<file path="config.mk">
export PLATFORM = sky130hd
export DESIGN_NAME = key_event_code_queue_unit
export DESIGN_NICKNAME = d
export VERILOG_FILES = /design/src/rtl/kecq_pkg.sv /design/src/rtl/kecq_ram.sv /design/src/rtl/kecq_fifo.sv /design/src/rtl/key_event_code_queue_unit.sv
export SDC_FILE = /design/constraint.sdc
export NUM_CORES = 1
export LEC_CHECK = 0
export ABC_AREA = 1
export CAP_MARGIN = 20
export CORE_MARGIN = 2
export CORE_UTILIZATION = 35
export DETAILED_ROUTE_END_ITERATION = 10
export DONT_BUFFER_PORTS = 1
export HOLD_SLACK_MARGIN = 0.06
export PLACE_DENSITY = 0.53
export SLEW_MARGIN = 20
export SYNTH_ARGS = -nofsm -noshare
export SYNTH_HDL_FRONTEND = slang
export SYNTH_SLANG_ARGS = --single-unit
</file>
<file path="constraint.sdc">
create_clock -name i_clk -period 3.8 [get_ports i_clk]
set_input_delay 0 -clock i_clk [delete_from_list [all_inputs] [get_ports i_clk]]
set_output_delay 0 -clock i_clk [all_outputs]
set_load 0.005 [all_outputs]
</file>
<file path="src/rtl/kecq_pkg.sv">
// Package for the key event code queue: shared types, operation codes and
// small helper functions for code formatting.
// Depends on nothing; kecq_fifo, the top level and the testbench import it.
package kecq_pkg;

    localparam int KEY_BITS  = 7;
    localparam int CODE_BITS = 8;
    localparam int FILL_BITS = 5;
    localparam int KEY_COUNT = 128;

    typedef logic [2:0]           t_op;
    typedef logic [KEY_BITS-1:0]  t_key;
    typedef logic [CODE_BITS-1:0] t_code;
    typedef logic [FILL_BITS-1:0] t_fill;

    localparam t_op OP_KEY   = 3'd0;
    localparam t_op OP_CTRL  = 3'd1;
    localparam t_op OP_CAPS  = 3'd2;
    localparam t_op OP_DEQ   = 3'd3;
    localparam t_op OP_CLEAR = 3'd4;

    localparam t_key CAPS_KEY_RESET = 7'd98;

    // Queue commands from the decode stage to the queue controller.
    typedef struct packed {
        logic push;
        logic pop;
        logic clear;
    } t_fifo_ctl;

    // Queue status back to the decode stage.
    typedef struct packed {
        logic full;
        logic empty;
    } t_fifo_stat;

    // Make-or-break code: the key number with the top bit set on release.
    function automatic t_code f_edge_code(input t_key key, input logic down);
        f_edge_code = {~down, key};
    endfunction

    // Serial line form: the code inverted, then rotated left by one bit.
    function automatic t_code f_serial(input t_code c);
        t_code inv;
        inv      = ~c;
        f_serial = {inv[CODE_BITS-2:0], inv[CODE_BITS-1]};
    endfunction

endpackage

</file>
<file path="src/rtl/kecq_ram.sv">
// Generic single-write, single-read RAM with a registered read port.
// No dependencies; used for the code queue storage.
module kecq_ram #(
    parameter int WIDTH = 8,
    parameter int DEPTH = 16
) (
    input  logic                     i_clk,
    input  logic                     i_we,
    input  logic [$clog2(DEPTH)-1:0] i_waddr,
    input  logic [WIDTH-1:0]         i_wdata,
    input  logic [$clog2(DEPTH)-1:0] i_raddr,
    output logic [WIDTH-1:0]         o_rdata
);

    logic [WIDTH-1:0] r_mem [DEPTH];
    logic [WIDTH-1:0] r_rdata;

    always_ff @(posedge i_clk) begin
        if (i_we) begin
            r_mem[i_waddr] <= i_wdata;
        end
        r_rdata <= r_mem[i_raddr];
    end

    assign o_rdata = r_rdata;

endmodule

</file>
<file path="src/rtl/kecq_fifo.sv">
// Ring queue controller: head pointer, fill count, storage RAM and a
// write-to-read bypass so the head code is ready whenever a pop is decoded.
// Depends on kecq_pkg and kecq_ram.
module kecq_fifo #(
    parameter int DEPTH = 16
) (
    input  logic                       i_clk,
    input  logic                       i_rst_n,
    input  kecq_pkg::t_fifo_ctl        i_ctl,
    input  kecq_pkg::t_code            i_wdata,
    output kecq_pkg::t_fifo_stat       o_stat,
    output kecq_pkg::t_code            o_head_code,
    output logic [$clog2(DEPTH+1)-1:0] o_count,
    output logic [$clog2(DEPTH+1)-1:0] o_next_count
);
    import kecq_pkg::*;

    localparam int AW = $clog2(DEPTH);
    localparam int CW = $clog2(DEPTH + 1);
    localparam int SW = AW + 1;

    logic [AW-1:0] r_head, n_head;
    logic [CW-1:0] r_count, n_count;
    logic [SW-1:0] slot_sum;
    logic [AW-1:0] slot;
    logic [AW-1:0] head_inc;
    logic          r_byp, n_byp;
    t_code         r_byp_data;
    t_code         ram_rdata;

    assign o_stat.full  = (r_count == CW'(DEPTH));
    assign o_stat.empty = (r_count == '0);

    // Tail slot is head plus count, wrapped without a divider.
    assign slot_sum = SW'(r_head) + SW'(r_count);
    assign slot     = (slot_sum >= SW'(DEPTH)) ? AW'(slot_sum - SW'(DEPTH)) : AW'(slot_sum);
    assign head_inc = (r_head == AW'(DEPTH - 1)) ? '0 : r_head + 1'b1;

    always_comb begin
        n_head  = r_head;
        n_count = r_count;
        if (i_ctl.clear) begin
            n_head  = '0;
            n_count = '0;
        end else if (i_ctl.push) begin
            n_count = r_count + 1'b1;
        end else if (i_ctl.pop) begin
            n_head  = head_inc;
            n_count = r_count - 1'b1;
        end
    end

    // The RAM reads the head that will hold after this cycle; a write to that
    // very slot in the same cycle is forwarded instead.
    assign n_byp = i_ctl.push && (slot == n_head);

    always_ff @(posedge i_clk) begin
        if (!i_rst_n) begin
            r_head  <= '0;
            r_count <= '0;
            r_byp   <= 1'b0;
        end else begin
            r_head  <= n_head;
            r_count <= n_count;
            r_byp   <= n_byp;
        end
        r_byp_data <= i_wdata;
    end

    kecq_ram #(
        .WIDTH(CODE_BITS),
        .DEPTH(DEPTH)
    ) u_ram (
        .i_clk  (i_clk),
        .i_we   (i_ctl.push),
        .i_waddr(slot),
        .i_wdata(i_wdata),
        .i_raddr(n_head),
        .o_rdata(ram_rdata)
    );

    assign o_head_code  = r_byp ? r_byp_data : ram_rdata;
    assign o_count      = r_count;
    assign o_next_count = n_count;

endmodule

</file>
<file path="src/rtl/key_event_code_queue_unit.sv">
// Top level of the key event code queue: input register, operation decode
// with key map and caps lock LED, result register.
// Depends on kecq_pkg and kecq_fifo (which holds kecq_ram).
//
//  Channel   | Ports                                             | Transfer
//  ----------+---------------------------------------------------+-------------------------
//  command   | i_start, o_busy, i_op, i_key_code, i_pressed,     | i_start high, o_busy low
//            | i_control_code                                    |
//  result    | o_done, o_accepted, o_out_valid, o_out_code,      | o_done high, one cycle
//            | o_serial_code, o_caps_led, o_fill_count           |
//  config    | i_cfg_we, i_cfg_data                              | i_cfg_we high
//
// One command is taken in every cycle; o_busy never rises. The result of a
// command passes through the input register and then the decode stage, whose
// key map, LED and queue updates are a single read-modify-write that commits
// together with the result register.
// Reset is synchronous and active low: the queue empties, every key is up,
// the LED is off and the caps lock key number returns to 98.
// The receiver cannot stall, so each result is held for exactly one cycle.
module key_event_code_queue_unit #(
    parameter int QUEUE_DEPTH = 16
) (
    input  logic             i_clk,
    input  logic             i_rst_n,
    // Command channel.
    input  logic             i_start,
    output logic             o_busy,
    input  kecq_pkg::t_op    i_op,
    input  kecq_pkg::t_code  i_key_code,
    input  logic             i_pressed,
    input  kecq_pkg::t_code  i_control_code,
    // Result channel.
    output logic             o_done,
    output logic             o_accepted,
    output logic             o_out_valid,
    output kecq_pkg::t_code  o_out_code,
    output kecq_pkg::t_code  o_serial_code,
    output logic             o_caps_led,
    output kecq_pkg::t_fill  o_fill_count,
    // Configuration: caps lock key number.
    input  logic             i_cfg_we,
    input  kecq_pkg::t_key   i_cfg_data
);
    import kecq_pkg::*;

    localparam int CW = $clog2(QUEUE_DEPTH + 1);

    // Input register.
    logic  r_vld;
    t_op   r_op;
    t_code r_key_code;
    logic  r_pressed;
    t_code r_control_code;

    // Block state outside the queue.
    logic [KEY_COUNT-1:0] r_key_held, n_key_held;
    logic                 r_led, n_led;
    t_key                 r_caps_key;

    // Result register.
    logic  r_done;
    logic  r_accepted, n_accepted;
    logic  r_out_valid, n_out_valid;
    t_code r_out_code, n_out_code;
    t_code r_serial_code;
    t_fill r_fill_count;

    // Queue interface.
    t_fifo_ctl     fifo_ctl;
    t_fifo_stat    fifo_stat;
    t_code         push_code;
    t_code         head_code;
    logic [CW-1:0] count;
    logic [CW-1:0] next_count;

    t_key key;
    logic held;

    // Every cycle is open for a new command; the decode stage finishes each
    // command in one pass.
    assign o_busy = 1'b0;

    always_ff @(posedge i_clk) begin
        if (!i_rst_n) begin
            r_vld <= 1'b0;
        end else begin
            r_vld <= i_start && !o_busy;
        end
        if (i_start && !o_busy) begin
            r_op           <= i_op;
            r_key_code     <= i_key_code;
            r_pressed      <= i_pressed;
            r_control_code <= i_control_code;
        end
    end

    assign key  = r_key_code[KEY_BITS-1:0];
    assign held = r_key_held[key];

    // Decode: one command against the present state. A full queue rejects
    // any enqueue and then nothing else changes either.
    always_comb begin
        fifo_ctl    = '0;
        push_code   = r_control_code;
        n_key_held  = r_key_held;
        n_led       = r_led;
        n_accepted  = 1'b0;
        n_out_valid = 1'b0;
        n_out_code  = '0;
        if (r_vld) begin
            case (r_op)
                OP_KEY: begin
                    push_code = f_edge_code(key, r_pressed);
                    if ((held != r_pressed) && !fifo_stat.full) begin
                        fifo_ctl.push   = 1'b1;
                        n_key_held[key] = r_pressed;
                        n_accepted      = 1'b1;
                    end
                end
                OP_CTRL: begin
                    if (!fifo_stat.full) begin
                        fifo_ctl.push = 1'b1;
                        n_accepted    = 1'b1;
                    end
                end
                OP_CAPS: begin
                    // The code reports the LED state the press turns it to.
                    push_code = f_edge_code(r_caps_key, !r_led);
                    if (!fifo_stat.full) begin
                        fifo_ctl.push = 1'b1;
                        n_led         = !r_led;
                        n_accepted    = 1'b1;
                    end
                end
                OP_DEQ: begin
                    if (!fifo_stat.empty) begin
                        fifo_ctl.pop = 1'b1;
                        n_accepted   = 1'b1;
                        n_out_valid  = 1'b1;
                        n_out_code   = head_code;
                    end
                end
                OP_CLEAR: begin
                    fifo_ctl.clear = 1'b1;
                    n_key_held     = '0;
                    n_led          = 1'b0;
                    n_accepted     = 1'b1;
                end
                default: begin
                    // Unused operations leave everything as it is.
                end
            endcase
        end
    end

    kecq_fifo #(
        .DEPTH(QUEUE_DEPTH)
    ) u_fifo (
        .i_clk       (i_clk),
        .i_rst_n     (i_rst_n),
        .i_ctl       (fifo_ctl),
        .i_wdata     (push_code),
        .o_stat      (fifo_stat),
        .o_head_code (head_code),
        .o_count     (count),
        .o_next_count(next_count)
    );

    always_ff @(posedge i_clk) begin
        if (!i_rst_n) begin
            r_key_held <= '0;
            r_led      <= 1'b0;
            r_caps_key <= CAPS_KEY_RESET;
            r_done     <= 1'b0;
        end else begin
            r_key_held <= n_key_held;
            r_led      <= n_led;
            r_done     <= r_vld;
            if (i_cfg_we) begin
                r_caps_key <= i_cfg_data;
            end
        end
        if (r_vld) begin
            r_accepted    <= n_accepted;
            r_out_valid   <= n_out_valid;
            r_out_code    <= n_out_code;
            r_serial_code <= n_out_valid ? f_serial(n_out_code) : '0;
            // The count is reported modulo 32 for deep queues.
            r_fill_count  <= FILL_BITS'(next_count);
        end
    end

    assign o_done        = r_done;
    assign o_accepted    = r_accepted;
    assign o_out_valid   = r_out_valid;
    assign o_out_code    = r_out_code;
    assign o_serial_code = r_serial_code;
    // The LED register commits on the same edge as the result register, so
    // during the strobe it shows the state after this command.
    assign o_caps_led    = r_led;
    assign o_fill_count  = r_fill_count;

    // Every transfer yields its result through the input and result registers.
    a_result_latency: assert property (@(posedge i_clk) disable iff (!i_rst_n)
        (i_start && !o_busy) |-> ##2 o_done)
        else $error("command transfer without a result two cycles later");

    // A dequeue decoded on a non-empty queue must return a code.
    a_pop_returns: assert property (@(posedge i_clk) disable iff (!i_rst_n)
        (r_vld && (r_op == OP_DEQ) && (count != '0)) |=> (o_done && o_out_valid))
        else $error("dequeue on a non-empty queue returned no code");

    // The fill count never passes the queue depth.
    a_count_bound: assert property (@(posedge i_clk) disable iff (!i_rst_n)
        count <= CW'(QUEUE_DEPTH))
        else $error("queue fill count above depth");

    // A returned code is always counted as a successful operation.
    a_valid_accepted: assert property (@(posedge i_clk) disable iff (!i_rst_n)
        (o_done && o_out_valid) |-> o_accepted)
        else $error("code returned without acceptance");

endmodule

</file>
==> results of run 1 <==
==> per-layer routing <==
| metal | GRT usage [%] | vias up | share of wire (%) |
|---|---|---|---|
| met5 | 0 | - | 0 |
| met4 | 4.62 | 0 | 2.1 |
| met3 | 2.57 | 64 | 4.6 |
| met2 | 32.7 | 309 | 49 |
| met1 | 24.0 | 6811 | 44 |
| li1 | - | 7184 | - |
==> area by class of cell <==
cell class / instances / area (um^2)
clock buffers: 61 / 1150
clock inverters: 8 / 82.6
fillers: 4907 / 28700
inverters: 272 / 1020
multi-input cells: 1481 / 6720
flip-flops and latches: 334 / 8390
well taps: 615 / 769
repair buffers: 81 / 828
==> flip-flops by register name, indices dropped and copies added (netlist names), 3 cells and up <==
name	flops
r_key_held	128
u_fifo.u_ram.r_mem	128
o_out_code	8
o_serial_code	8
r_control_code	8
u_fifo.r_byp_data	8
u_fifo.u_ram.o_rdata	8
r_caps_key	7
r_key_code	7
o_fill_count	5
u_fifo.o_count	5
u_fifo.r_head	4
r_op	3
==> cell families (layout without fill, tap and decap cells) <==
kind of cell,count (synthesis),after routing,share of synthesized area [%]
adders and majority gates,7,7,0.564
other,1,1,0.0222
and+or+nand+nor,1007,1007,24.4
buffers and inverters,434,422,10.6
AOI/OAI and AO/OA,452,452,13.9
xor gates and xnor gates,14,14,0.727
DFF,334,334,49.7
==> synth_stat cells (12+ instances only) <==
master | instances | share of area, %
o21ai_0 | 255 | 7.6
buf_4 | 31 | 1.4
inv_1 | 260 | 5.8
nand2_1 | 527 | 12
a21oi_1 | 157 | 4.7
dfxtp_1 | 164 | 19
buf_2 | 25 | 0.74
clkbuf_1 | 103 | 2.3
edfxtp_1 | 170 | 30
o221ai_1 | 12 | 0.62
nand3_1 | 205 | 6.1
nor2_1 | 245 | 5.5
==> path summary, 6_finish.rpt <==
kind                                to  slack (ns)  cells past startpoint
max          u_fifo.u_ram.r_mem[15][6]        0.26                     18
min                            r_op[1]        0.09                      1
max reg2reg  u_fifo.u_ram.r_mem[15][6]        0.26                     18
min reg2reg              r_key_held[9]        0.46                      2
==> through the flow <==
stage / cell area [um^2] / hold WS (ns) / utilization, %
2_1_floorplan: 16900 / 0.0976 / -
3_3_place_gp: 17400 / 0.0869 / 36.5
3_5_place_dp: 17400 / 0.0890 / 36.6
4_1_cts: 19000 / 0.0630 / 39.8
5_1_grt: 19000 / 0.0744 / 39.8
6_report: 19000 / 0.0862 / 39.8
==> critical path, cell delays in order (launching register included) <==
cell and delay (ns):
edfxtp_1 0.50, inv_2 0.13, buf_12 0.24, nand2_1 0.09, nand3_1 0.08, nand2_1 0.05
nor2_1 0.18, nor2_1 0.06, nor2_1 0.09, nand2_1 0.06, nand2_1 0.05, nand2_1 0.18
o21ai_1 0.24, nand3_1 0.11, nand2_1 0.26, nand3_2 0.14, nand3b_1 0.36, nor2_1 0.17
buf_4 0.19
==> report_power, final <==
| group | switching (W) | total, W | leakage (nW) | internal [W] |
|---|---|---|---|---|
| clock network | 0.00148 | 0.00362 | 0.606 | 0.00215 |
| registers | 0.0000381 | 0.00391 | 2.89 | 0.00387 |
| logic | 0.000624 | 0.000833 | 3.45 | 0.000209 |
| total | 0.00214 | 0.00836 | 6.95 | 0.00623 |
==> what timing repair did <==
action                    4_1_cts  5_1_grt
hold buffers                   30        0
hold endpoints to repair      119        0
gates resized for setup         0        0
==> out/results.tsv, run 1 <==
stage	metric	value	unit
power	Power Density	441	nW/um^2
synthesis	Seq/Total Area, Yosys	49.7	%
clock_network	Clk Latency, worst-skew pair	0.54	ns
floorplanning	Row Count	80	
final_layout	Post-Layout Cell Count	2852	
floorplanning	initial core utilization	35.4	%
critical_path	crit path kind	flop to flop	
clock_network	CTS Buf Count	38	
placed_design	# placed instances	2753	
global_route	largest net degree at the start of global routing	129	
synthesis	Gate Count Post-Synth	2249	
critical_path	Reg-to-Reg Start	r_key_code[0]	
timing	setup_tns	0	ns
critical_path	Setup crit end kind	flop	
final_layout	synthesis-to-finish area growth	12.4	%
clock_network	CTS HTree Levels	2	
global_route	vias in the first global route	13800	
synthesis	Yosys cell types	38	
global_route	GRT Overall Usage	18.6	%
synthesis	syn avg cell area	7.50	um^2
clock_network	CTS tree	yes	
placed_design	post-DP HPWL	28.0	mm
floorplanning	Chip Width	223	um
critical_path	Req. time, crit path	4.04	ns
drt	via count	14400	
drt	Antenna Nets Post-Route	0	
worst_hold_path	Worst Hold Class	primary input to flop	
timing	fin. max-slew vios	0	
global_route	initial antenna violation count	0	
clock_network	clock-pin slew on the worst setup and hold paths	0.06	ns
final_layout	n_diodes	0	
run	Max Cap Viol	0	
drt	DRC viols	0	
placed_design	PortBufs	0	
timing	clock period minus final worst setup slack	3.54	ns
final_layout	Final #Nets	2246	
timing	unrepaired setup endpoints after global routing	no	
synthesis	Main synth FF type	edfxtp_1	
synthesis	syn_nets	2287	
synthesis	async set-reset flop share out of synthesis	0	%
final_layout	most common cell after layout, fill and taps aside	nand2_1	
critical_path	CP Data Arrival Time	3.78	ns
drt	drt pass-1 iters	7	
timing	crit share post-route	93.0	%
clock_network	Root Driver	clkbuf_16	
critical_path	worst-path maximum fanout	49	
floorplanning	Ports	57	
synthesis	Synth Register Bits	334	
synthesis	Mapped Area	16900	um^2
timing	relative slew slack	34.8	%
floorplanning	Die H	223	um
final_layout	commonest non-fill, non-tap cells in the layout	nand2_1, inv_1, o21ai_0	
timing	crit path setup slack, layout	0.264	ns
clock_network	clk sinks	334	
floorplanning	die area	49900	um^2
timing	fmax	283	MHz
drt	WL/cell	16.2	um
power	Leak	6.95	nW
timing	Worst Tran Pin Value	0.974	ns
outcome	status	complete, no violations	
drt	vias per cell	5.04	
timing	final setup fails	0	
clock_network	Setup Buffers After CTS	0	
timing	final hold vios	0	
worst_hold_path	Min-Delay Startpoint	i_op[1]	
global_route	first-pass GRT wire length	74.8	mm
floorplanning	core area	47600	um^2
power	Power Total	0.00836	W
critical_path	Worst setup startpoint	r_key_code[0]	
final_layout	share of cells above drive strength 1	5.86	%
critical_path	Worst setup SP type	flop	
global_route	GRT Residual Overflow	0	
placed_design	dpl ws	0.302	ns
clock_network	clk buf depth	3	
timing	Layout Skew	0.0206	ns
drt	drt initial violations	1187	
power	Worst VDD drop	287	uV
drt	Routed WL	46.2	mm
placed_design	GPL Wtd Cong	0.795	
synthesis	YS warnings	0	
synthesis	number of synthesized flops with an enable pin	170	
Power figures use the tool's default switching activity.
==> inputs of run 2 (changes only) <==
Settings changed: PLACE_DENSITY 0.53 to default.
==> out/results.tsv, run 2 (same netlist as run 1, synthesis figures left out) <==
stage	metric	value	unit
placed_design	post-DP HPWL	26.0	mm
drt	DRC viols	0	
global_route	initial antenna violation count	0	
placed_design	GPL Wtd Cong	0.841	
timing	setup_tns	0	ns
power	Power Density	441	nW/um^2
final_layout	commonest non-fill, non-tap cells in the layout	nand2_1, o21ai_0, inv_1	
timing	clock period minus final worst setup slack	3.44	ns
timing	fin. max-slew vios	0	
floorplanning	Row Count	80	
timing	unrepaired setup endpoints after global routing	no	
critical_path	Req. time, crit path	4.04	ns
floorplanning	Die H	223	um
power	Power Total	0.00832	W
global_route	largest net degree at the start of global routing	131	
critical_path	worst-path maximum fanout	10	
clock_network	clk buf depth	3	
clock_network	CTS tree	yes	
drt	via count	14400	
clock_network	clock-pin slew on the worst setup and hold paths	0.06	ns
critical_path	Setup crit end kind	flop	
clock_network	post-CTS sizing	0	
final_layout	Largest regs	r_key_held (128), u_fifo.u_ram.r_mem (128)	
timing	Hold Slack	0.0854	ns
power	internal power	0.00620	W
timing	relative slew slack	26.8	%
final_layout	n_diodes	0	
power	Clock Power Share	43.2	%
clock_network	CTS Buf Count	37	
timing	final hold vios	0	
clock_network	CTS HTree Levels	2	
floorplanning	initial core utilization	35.4	%
drt	Routed WL	44.2	mm
power	Leak	6.89	nW
final_layout	Final #Nets	2239	
clock_network	Setup Buffers After CTS	0	
timing	fmax	291	MHz
global_route	GRT Overall Usage	17.6	%
timing	final setup fails	0	
power	Net Switching	0.00212	W
timing	Worst Tran Pin Value	1.09	ns
power	Sw Share	25.4	%
clock_network	clk sinks	334	
critical_path	crit path kind	flop to flop	
outcome	status	complete, no violations	
timing	crit share post-route	90.4	%
drt	WL/cell	15.5	um
global_route	GRT Residual Overflow	0	
floorplanning	die area	49900	um^2
final_layout	fillcell total	4851	
timing	Layout Skew	0.0127	ns
drt	drt pass-1 iters	5	
power	Sequential Power Share	47.1	%
global_route	first-pass GRT wire length	71.4	mm
final_layout	share of cells above drive strength 1	5.43	%
final_layout	fin util	39.6	%
power	Worst VDD drop	245	uV
power	Gate power share	9.7	%
clock_network	Clk Latency, worst-skew pair	0.54	ns
critical_path	CP Data Arrival Time	3.68	ns
global_route	vias in the first global route	13600	
critical_path	Worst setup SP type	flop	
drt	vias per cell	5.06	
floorplanning	core area	47600	um^2
final_layout	synthesis-to-finish area growth	11.8	%
placed_design	dpl ws	0.396	ns
final_layout	most common cell after layout, fill and taps aside	nand2_1	
floorplanning	Chip Width	223	um
clock_network	Hold Buf Count CTS	31	
clock_network	Root Driver	clkbuf_16	
drt	Antenna Nets Post-Route	0	
floorplanning	Ports	57	
run	Max Cap Viol	0	
placed_design	PortBufs	0	
worst_hold_path	Worst Hold Class	primary input to flop	
drt	drt initial violations	1327	
timing	crit path setup slack, layout	0.364	ns
run 2: cell types whose count changed in the layout (fill, tap and decap cells not counted), sizes merged:
cell	previous run	this run
buf	51	44
dlygate4sd3	30	31
clkbuf	61	51
inv	271	265
clkinv	8	18
clkinvlp	0	1
bufinv	1	3
run 2: power groups by stage:
stage | Sequential [W] | Combinational, W | Clock, W
6_report | 0.00392 | 0.000809 | 0.00359
3_3_place_gp | 0.00399 | 0.000750 | 0
3_5_place_dp | 0.00399 | 0.000764 | 0
5_1_grt | 0.00392 | 0.000900 | 0.00382
2_1_floorplan | 0.00397 | 0.000547 | 0
4_1_cts | 0.00392 | 0.000801 | 0.00367
run 2: metal layers:
| metal | up-vias | wire length (um) | global-route usage [%] |
|---|---|---|---|
| met5 | - | 0 | 0 |
| met4 | 0 | 965 | 5.01 |
| met3 | 69 | 2350 | 2.63 |
| met2 | 350 | 21200 | 30.2 |
| met1 | 6789 | 19600 | 23.1 |
| li1 | 7180 | - | - |
run 2: final cells by class:
| type | count | area [um^2] | area share (%) |
|---|---|---|---|
| clock buffer | 51 | 1040 | 5.52 |
| clock inverter | 15 | 165 | 0.876 |
| inverter | 272 | 1020 | 5.43 |
| multi-input combinational | 1481 | 6720 | 35.6 |
| sequential | 334 | 8390 | 44.5 |
| tap | 615 | 769 | 4.08 |
| timing repair buffer | 75 | 756 | 4.01 |
run 2: through the flow:
step,area (um^2),std cells
after CTS,18800,2841
after floorplan,16900,2249
final,18900,2843
after detailed placement,17300,2744
after global placement,17300,2744
after global routing,18900,2843
run 2: worst max-delay path, cell delays in order, from the launching register on:
cell and delay [ns]:
edfxtp_1 0.51, inv_2 0.10, nor2_4 0.41, nand3_1 0.14, nand2_1 0.11, nor2_1 0.06, nor2_1 0.15, nor2_1 0.06
nand2_1 0.07, nand2_1 0.05, nand2_1 0.16, nor2_1 0.07, nand2_1 0.08, nand3_1 0.09, nand2_1 0.10, nand3_2 0.21
nand3b_1 0.38, nor2_1 0.16, buf_4 0.20
run 2: final timing paths:
kind	endpoint	slack [ns]	from	cells after the start
worst max-delay path	u_fifo.u_ram.r_mem[11][5]	0.36	r_key_code[2]	18
worst min-delay path	r_key_code[3]	0.09	i_key_code[3]	1
worst max register to register	u_fifo.u_ram.r_mem[11][5]	0.36	r_key_code[2]	18
worst min register to register	r_key_held[114]	0.46	r_key_held[114]	2
==> inputs of run 3 (changes only) <==
Settings changed: MAX_ROUTING_LAYER from default to met4.
==> out/results.tsv, run 3 (same netlist as run 1, synthesis figures left out) <==
stage	metric	value	unit
timing	final hold vios	0	
floorplanning	Chip Width	223	um
critical_path	Worst R2R Path Depth	18	
placed_design	PortBufs	0	
power	Sequential Power Share	47.1	%
critical_path	Reg-to-Reg Start	r_key_code[2]	
critical_path	worst r2r dst	u_fifo.u_ram.r_mem[11][5]	
floorplanning	core area	47600	um^2
timing	crit share post-route	90.5	%
power	internal power	0.00620	W
final_layout	fillcell total	4851	
drt	via count	14400	
power	Sw Share	25.4	%
critical_path	Setup crit end kind	flop	
timing	fmax	291	MHz
placed_design	GPL Wtd Cong	0.854	
clock_network	clock-pin slew on the worst setup and hold paths	0.06	ns
power	Gate power share	9.7	%
global_route	initial antenna violation count	0	
power	Leak	6.89	nW
final_layout	most common cell after layout, fill and taps aside	nand2_1	
global_route	M1 GR Usage	23.1	%
clock_network	clk sinks	334	
run	Max Cap Viol	0	
critical_path	Worst setup SP type	flop	
clock_network	post-CTS sizing	0	
global_route	GRT busiest layer	met2	
drt	Antenna Nets Post-Route	0	
clock_network	CTS HTree Levels	2	
final_layout	share of cells above drive strength 1	5.43	%
global_route	vias in the first global route	13600	
timing	final setup fails	0	
power	Clock Power Share	43.2	%
global_route	first-pass GRT wire length	71.4	mm
floorplanning	initial core utilization	35.4	%
drt	WL/cell	15.6	um
timing	Worst Tran Pin Value	1.12	ns
critical_path	Worst setup startpoint	r_key_code[2]	
critical_path	worst-path maximum fanout	10	
final_layout	commonest non-fill, non-tap cells in the layout	nand2_1, o21ai_0, inv_1	
clock_network	CTS Buf Count	37	
clock_network	Root Driver	clkbuf_16	
final_layout	Final #Nets	2239	
worst_hold_path	WHS Endpoint	r_key_code[3]	
power	Power Total	0.00832	W
drt	DRC viols	0	
floorplanning	Ports	57	
final_layout	synthesis-to-finish area growth	11.9	%
timing	relative slew slack	25.1	%
final_layout	Largest regs	r_key_held (128), u_fifo.u_ram.r_mem (128)	
drt	Routed WL	44.3	mm
power	Worst VDD drop	244	uV
power	Power Density	441	nW/um^2
power	Net Switching	0.00212	W
critical_path	CP Data Arrival Time	3.68	ns
drt	drt pass-1 iters	8	
drt	drt initial violations	1440	
critical_path	flop-to-flop setup slack	0.36	ns
floorplanning	Die H	223	um
clock_network	clk buf depth	3	
worst_hold_path	Min-Delay Startpoint	i_key_code[3]	
timing	fin. max-slew vios	0	
worst_hold_path	Worst Hold Class	primary input to flop	
global_route	met3 GRT Util	2.63	%
global_route	GRT Overall Usage	18.2	%
drt	vias per cell	5.06	
global_route	largest net degree at the start of global routing	131	
clock_network	Clk Latency, worst-skew pair	0.54	ns
placed_design	post-DP HPWL	26.0	mm
timing	Layout Skew	0.0139	ns
global_route	GRT Residual Overflow	0	
floorplanning	die area	49900	um^2
clock_network	CTS tree	yes	
critical_path	crit path kind	flop to flop	
timing	unrepaired setup endpoints after global routing	no	
timing	setup_tns	0	ns
outcome	status	complete, no violations	
worst_hold_path	hold path cells	1	
floorplanning	Row Count	80	
global_route	met2 Use GR	30.1	%
critical_path	Req. time, crit path	4.04	ns
timing	clock period minus final worst setup slack	3.44	ns
## run 3: cell types whose count changed in the layout (fill, tap and decap cells not counted), sizes merged
cell,delta
diode,+1
## run 3: power by group through the flow
stage / sequential [W] / combinational (W) / clock [W]
floorplan: 0.00397 / 0.000547 / 0
global placement: 0.00399 / 0.000750 / 0
detailed placement: 0.00399 / 0.000764 / 0
CTS: 0.00392 / 0.000801 / 0.00367
global route: 0.00392 / 0.000900 / 0.00382
finish: 0.00392 / 0.000809 / 0.00359
## run 3: timing repair
action,4_1_cts,5_1_grt
buffers inserted,0,0
endpoints found under the hold margin,177,0
hold buffers,31,0
## run 3: layer usage
| metal | vias to the layer above | wire length, um |
|---|---|---|
| met3 | 69 | 2460 |
| met5 | - | 0 |
| li1 | 7185 | - |
| met4 | 0 | 955 |
| met2 | 347 | 21200 |
| met1 | 6786 | 19700 |
## run 3: worst max path at each step
stage | endpoint | slack (ns)
after floorplan | u_fifo.u_ram.r_mem[4][0] | 0.77
after global placement | u_fifo.u_ram.r_mem[11][2] | 0.43
after detailed placement | u_fifo.u_ram.r_mem[11][2] | 0.40
after CTS | u_fifo.u_ram.r_mem[11][5] | 0.37
after global routing | u_fifo.u_ram.r_mem[11][5] | 0.09
final | u_fifo.u_ram.r_mem[11][5] | 0.36
## run 3: critical path, stage by stage, from the launching register on
cell      delay (ns)
edfxtp_1        0.51
inv_2           0.10
nor2_4          0.42
nand3_1         0.14
nand2_1         0.11
nor2_1          0.06
nor2_1          0.14
nor2_1          0.06
nand2_1         0.06
nand2_1         0.05
nand2_1         0.17
nor2_1          0.07
nand2_1         0.08
nand3_1         0.09
nand2_1         0.10
nand3_2         0.21
nand3b_1        0.38
nor2_1          0.17
buf_4           0.20
## run 3: layout make-up
class | instances | area, um^2 | area share [%]
timing repair buffer | 75 | 756 | 4.01
clock buffer | 51 | 1040 | 5.52
sequential | 334 | 8390 | 44.5
inverter | 272 | 1020 | 5.43
antenna | 1 | 2.50 | 0.0133
multi-input combinational | 1481 | 6720 | 35.6
clock inverter | 15 | 165 | 0.876
tap | 615 | 769 | 4.08
## run 3: stage by stage
step / area, um^2 / hold slack [ns] / worst slack, ns / cells / utilization, %
after global placement: 17300 / 0.0872 / 0.428 / 2744 / 36.3
after detailed placement: 17300 / 0.0910 / 0.396 / 2744 / 36.3
after CTS: 18800 / 0.0612 / 0.366 / 2841 / 39.5
after floorplan: 16900 / 0.0976 / 0.768 / 2249 / -
final: 18900 / 0.0865 / 0.362 / 2844 / 39.6
after global routing: 18900 / 0.0773 / 0.0876 / 2843 / 39.6
